## config.mk

```make
export PLATFORM = sky130hd
export DESIGN_NAME = ptso_div_stage
export DESIGN_NICKNAME = d
export VERILOG_FILES = /design/src/rtl/core/point_to_segment_offset_3d_macros.svh /design/src/rtl/core/ptso_div_stage.sv
export SDC_FILE = /design/constraint.sdc
export NUM_CORES = 1
export LEC_CHECK = 0
export CORE_AREA = 2 2 356 358
export DETAILED_ROUTE_END_ITERATION = 12
export DIE_AREA = 0 0 358 360
export DONT_BUFFER_PORTS = 1
export HOLD_SLACK_MARGIN = 0.08
export PLACE_DENSITY = 0.3
export SYNTH_ARGS = -nofsm -noshare
export SYNTH_HDL_FRONTEND = slang
export SYNTH_SLANG_ARGS = --single-unit
```

## constraint.sdc

```tcl
create_clock -name clock -period 10.5 [get_ports clock]
set_clock_uncertainty 0.2 [all_clocks]
set_input_delay 2.1 -clock clock [delete_from_list [all_inputs] [get_ports clock]]
set_output_delay 2.1 -clock clock [all_outputs]
set_load 0.05 [all_outputs]
```

## src/rtl/core/point_to_segment_offset_3d_macros.svh

```systemverilog
// Assertion macros shared by the segment offset RTL.
// Depends on nothing; included by files that carry concurrent checks.
`ifndef POINT_TO_SEGMENT_OFFSET_3D_MACROS_SVH
`define POINT_TO_SEGMENT_OFFSET_3D_MACROS_SVH

// Antecedent implies consequent in the same cycle.
`define PTSO_ASSERT_SAME(label, clk, rst, ante, cons) \
   label: assert property (@(posedge clk) disable iff (rst) (ante) |-> (cons)) \
      else $error("same-cycle check failed");

// Antecedent implies consequent in the following cycle.
`define PTSO_ASSERT_NEXT(label, clk, rst, ante, cons) \
   label: assert property (@(posedge clk) disable iff (rst) (ante) |=> (cons)) \
      else $error("next-cycle check failed");

`endif

```

## src/rtl/core/ptso_div_stage.sv

```systemverilog
// One restoring division step with its pipeline register.
// Standalone; instantiated in a chain by point_to_segment_offset_3d.
module ptso_div_stage #(
   parameter int LW   = 66,
   parameter int QW   = 17,
   parameter int SIDW = 299
) (
   input  logic            clock,
   input  logic            reset,
   input  logic            en,
   input  logic            in_valid,
   input  logic [LW-1:0]   in_rem,
   input  logic [QW-1:0]   in_quo,
   input  logic [LW-1:0]   in_l2,
   input  logic [SIDW-1:0] in_side,
   output logic            out_valid,
   output logic [LW-1:0]   out_rem,
   output logic [QW-1:0]   out_quo,
   output logic [LW-1:0]   out_l2,
   output logic [SIDW-1:0] out_side
);

   logic            valid_ff;
   logic [LW-1:0]   rem_ff, rem_in;
   logic [QW-1:0]   quo_ff, quo_in;
   logic [LW-1:0]   l2_ff;
   logic [SIDW-1:0] side_ff;
   logic [LW:0]     shifted, diff;
   logic            take;

   // The remainder stays below the divisor, so the difference fits LW bits.
   always_comb begin
      shifted = {in_rem, 1'b0};
      take    = (shifted >= {1'b0, in_l2});
      diff    = shifted - {1'b0, in_l2};
      rem_in  = take ? diff[LW-1:0] : shifted[LW-1:0];
      quo_in  = {in_quo[QW-2:0], take};
   end

   always_ff @(posedge clock) begin
      if (reset) begin
         valid_ff <= 1'b0;
      end else if (en) begin
         valid_ff <= in_valid;
      end
   end

   always_ff @(posedge clock) begin
      if (en) begin
         rem_ff  <= rem_in;
         quo_ff  <= quo_in;
         l2_ff   <= in_l2;
         side_ff <= in_side;
      end
   end

   assign out_valid = valid_ff;
   assign out_rem   = rem_ff;
   assign out_quo   = quo_ff;
   assign out_l2    = l2_ff;
   assign out_side  = side_ff;

endmodule

```

Word level (Yosys, flattened, before mapping)
Cells that the tools add are included.
{"block": "word_totals", "reg_bits": 449, "inputBits": 452, "elab_cells": 9}
{"block": "op_classes", "n_addsub": 1, "order_cmp": 1, "n_mux": 1}
{"operator": ">= comparator 67 x 66 -> 1 bit", "count": 1}
{"operator": "two-way mux 66 bit", "count": 1}
{"operator": "subtractor 66 bit", "count": 1}

Logic depth before layout (Yosys ltp)
{"block": "depth", "ltp_word": 2, "depth_mapped": 16, "ltp_nobuf": 14}

Worst setup path after synthesis
OpenSTA, ideal clock, no wires.
{"block": "synth_timing", "kind": "input-to-reg", "from": "input port in_l2[0]", "to": "register rem_ff[60] (netlist: out_rem[60]) (data pin)", "arrival_time_ns": 4.893, "t_required_ns": 10.042, "setup_slack_ns": 5.149, "cell_stages": 12, "path_cell_list": "inv_1 > fa_1 > a21o_1 > a221oi_2 > o211a_1 > nor4b_2 > nor3_1 > or2_1 > a31oi_1 > o21bai_1 > a2111o_1 > o221a_2"}
{"block": "synth_between", "elab_chain_cells": 2, "word_cells_on_any_way": 3}
{"item": "start: declaration", "line": "ptso_div_stage.sv:14", "source": "input logic [LW-1:0] in_l2,"}
{"item": "subtractor 66 bit / >= comparator 67 x 66 -> 1 bit (equally long branches)", "line": "ptso_div_stage.sv:35, ptso_div_stage.sv:34"}
{"item": "two-way mux 66 bit (*)", "line": "ptso_div_stage.sv:36", "source": "rem_in = take ? diff[LW-1:0] : shifted[LW-1:0];"}
{"item": "named net rem_in[60]", "line": "ptso_div_stage.sv:24", "source": "logic [LW-1:0] rem_ff, rem_in;"}
{"item": "end signal: assignment", "line": "ptso_div_stage.sv:50", "source": "rem_ff <= rem_in;"}
{"item": "end: declaration", "line": "ptso_div_stage.sv:24"}
Mark *: on every way through the listed nets, which the timed path passes. The rest lies on a longest branch.
A chain may end at the register's enable or synchronous reset.

Worst setup path in the final report
{"block": "layout_timing", "from": "input port in_l2[12]", "to": "register rem_ff[60] (netlist: out_rem[60]) (data pin)"}
Same word-level chain as after synthesis.

==> flow_summary.toml <==
[synth]
ys_ff_latch = 449
yosysUniqueCellTypes = 69
synth_warnings = 0
seq_area_frac_synth_pct = 73.3
syn_area_mm2 = 0.0184
synth-edff-count = 448
synthArstFlopShare_pct = 0
syn_avg_cell_area_um2 = 14.7
mappedNetlistNets = 1768
ys.flop_type = "edfxtp_1"
synthCells = 1249

[critical_path]
startpoint_type = "primary input"
cp_num_buf_inv = 3
crit_chain = "inv_1, ha_1, a21oi_1, o21ai_0, a21oi_1, and3_1, a211o_1, a211oi_2, a21o_4, a21oi_4, clkinv_2, buf_4, o221a_2"
worst_path_max_delay_cell = "clkinv_2"
cp-end-kind = "flop"
path_max_fanout = 43
required_ns = 10.69
crit_top_cell = "a21oi_1"
worstPathArrival_ns = 6.59
critical_path_class = "in2reg"
max_stage_delay_ns = 0.63
critPathTopFamily = "compound AO/OA/AOI/OAI gates"
rrSetupSlack_ns = 9.34

[job]
cap_viol_max_count = 0

[floorplan]
die_w_um = 358
core-area_mm2 = 0.125
ios = 901
rows = 130
initial_core_util_pct = 14.7
die_height_um = 360
die-area_mm2 = 0.129

[pwr]
p_per_area_mw_per_mm2 = 231
leakage_nw = 7.62
ir_drop_uv = 113
p_total_mw = 5.12

[grt]
grt_util_met2_pct = 23.1
grt_max_degree = 450
met1_usage_pct = 12.8
grt_pass1_wl_um = 111000
gr-usage-met3_pct = 6.34
globalRouteOverflowTotal = 0
grt_pass1_vias = 11200
top_usage_layer = "met2"
track_usage_pct = 12.8
antenna_found_initial = 38

[drt]
drt_first_pass_iters = 8
viasPerCell = 3.71
via_count = 11100
drt-wirelength-per-cell_um = 29.3
drt_iter0_drc = 831
postRouteAntennaNets = 0
wl_um = 87700
drc = 0

[timing]
fin_setup_tns_ns = 0
rsz0062_at_grt = "false"
finalHoldViolCount = 0
hold_slack_ns = 0.593
maxSlewViolCount = 0
fmax_mhz = 156
tightestPinTransition_ns = 0.983
relSlewSlack_pct = 32.8
layout_min_cycle_time_ns = 6.40
setup_violations = 0
fin_crit_sh_pct = 61.0
fin_ws_ns = 4.10

[layout]
area.sequential_mm2 = 0.0135
layout-drive-gt1-share_pct = 7.76
area_growth_syn_to_layout_pct = 20.6
fin_util_pct = 17.7
nNetsFinal = 1803
multi_input_area_mm2 = 0.00443
fill_cells = 13600

[clocking]
cts_hold_buf = 0
clk_pin_slew_worst_paths_ns = 0.06
worstSkewPairLatency_ns = 0.63
ctsHtreeMaxLevel = 2
cts_tree = "yes"
cts_setup_buffers = 0
cts_root_buf = "clkbuf_16"
cts_num_sinks = 449
clock_path_buffers = 3
numCtsBuffers = 55
cts_resized = 0

[place]
dp_hpwl_um = 69900
place_ws_ns = 3.20
gp_congestion = 0.806
port_buffers = 0

[min_path]
hp-class = "reg2reg"

[outcome]
status = "finished, final reports clean"
-- synthesized netlist by cell type, drive strengths merged, types with 3 or more instances --
cell / count / area [um^2]
nor2: 89 / 334
nand2b: 7 / 43.8
inv: 86 / 323
a21o: 35 / 270
or2: 5 / 31.3
nor4: 5 / 31.3
edfxtp: 448 / 13500
o31ai: 6 / 45.0
xor2: 20 / 175
a21oi: 116 / 584
a211oi: 9 / 72.6
nor2b: 4 / 25.0
nand2: 84 / 315
nand4: 16 / 106
o41ai: 4 / 35.0
a2111oi: 3 / 32.5
and2: 3 / 18.8
o21ai: 63 / 315
nand3: 10 / 50.1
a221oi: 6 / 58.8
nor3: 10 / 50.1
clkbuf: 20 / 75.1
o211a: 3 / 30.0
buf: 12 / 77.6
o21a: 4 / 30.0
a31oi: 4 / 25.0
xnor2: 35 / 307
and3: 11 / 68.8
a211o: 4 / 35.0
o21bai: 16 / 120
ha: 66 / 826
or3: 5 / 31.3
a21boi: 5 / 37.5
o211ai: 6 / 45.0
-- power breakdown --
| group | switching, mW | internal [mW] | total, mW |
|---|---|---|---|
| Sequential | 0.701 | 2.18 | 2.88 |
| Clock | 0.818 | 1.04 | 1.86 |
| Combinational | 0.237 | 0.134 | 0.371 |
| Total | 1.76 | 3.36 | 5.12 |
-- final timing paths --
check / start / to / depth (start not counted)
setup / recovery: in_l2[12] / out_rem[60] / 13
setup reg to reg: out_valid / out_valid / 2
hold reg to reg: out_valid / out_valid / 2
hold / removal: out_valid / out_valid / 2
-- state kept, by name, summed over array words and instances, names as in the netlist --
name	flops
out_quo	17
out_rem	66
out_side	299
out_l2	66
out_valid	1
-- logic make-up (layout without fill, tap and decap cells) --
group	after synthesis	in the layout	share of synthesized area [%]
other	0	18	0
and+or+nand+nor	255	255	6.33
buffers and inverters	118	197	2.59
muxes	1	1	0.0545
adders and majority gates	67	67	4.60
xor gates and xnor gates	55	55	2.62
AOI/OAI and AO/OA	304	304	10.5
DFF	449	449	73.3
-- worst min-delay path: cells and delay by family, from the launching register on --
| kind | cells | cell delay [ns] |
|---|---|---|
| mux | 1 | 0.22 |
| simple gates | 1 | 0.05 |
| flops | 1 | 0.48 |
-- through the flow --
step	instance area, um^2	instances
final	22200	2996
after global routing	22100	2982
after CTS	22100	2978
after detailed placement	20400	2877
after global placement	20400	2877
after floorplan	18400	1249
-- layer usage --
| layer | vias up | part of all wire [%] | routed length, um |
|---|---|---|---|
| met4 | 28 | 3.2 | 2830 |
| met3 | 142 | 12 | 10100 |
| met5 | - | 0.19 | 164 |
| li1 | 4808 | - | - |
| met2 | 641 | 51 | 44700 |
| met1 | 5485 | 34 | 29900 |
-- cells in the final DEF (no fill, tap or decap), types with 5 or more instances in the layout --
cell	instances
a211oi_1	8
a21o_1	34
a21oi_1	115
a221oi_1	5
and3_1	11
buf_4	10
clkbuf_1	10
clkbuf_16	55
clkinv_1	13
clkinv_2	5
diode_2	18
edfxtp_1	448
ha_1	66
inv_1	85
inv_6	7
nand2_1	84
nand2b_1	7
nand3_1	10
nand4_1	15
nor2_1	89
nor3_1	10
nor4_1	5
o211ai_1	6
o21ai_0	60
o21bai_1	16
o31ai_1	6
or3_1	5
xnor2_1	35
xor2_1	20
-- area by class of cell --
class	count	area share [%]
antenna	18	0.203
clock buffer	65	6.38
inverter	86	1.46
clock inverter	36	1.46
multi-input combinational	682	20.0
timing repair buffer	10	0.339
tap	1650	9.32
sequential	449	60.8
No activity file was read; power rests on OpenSTA's default activity.
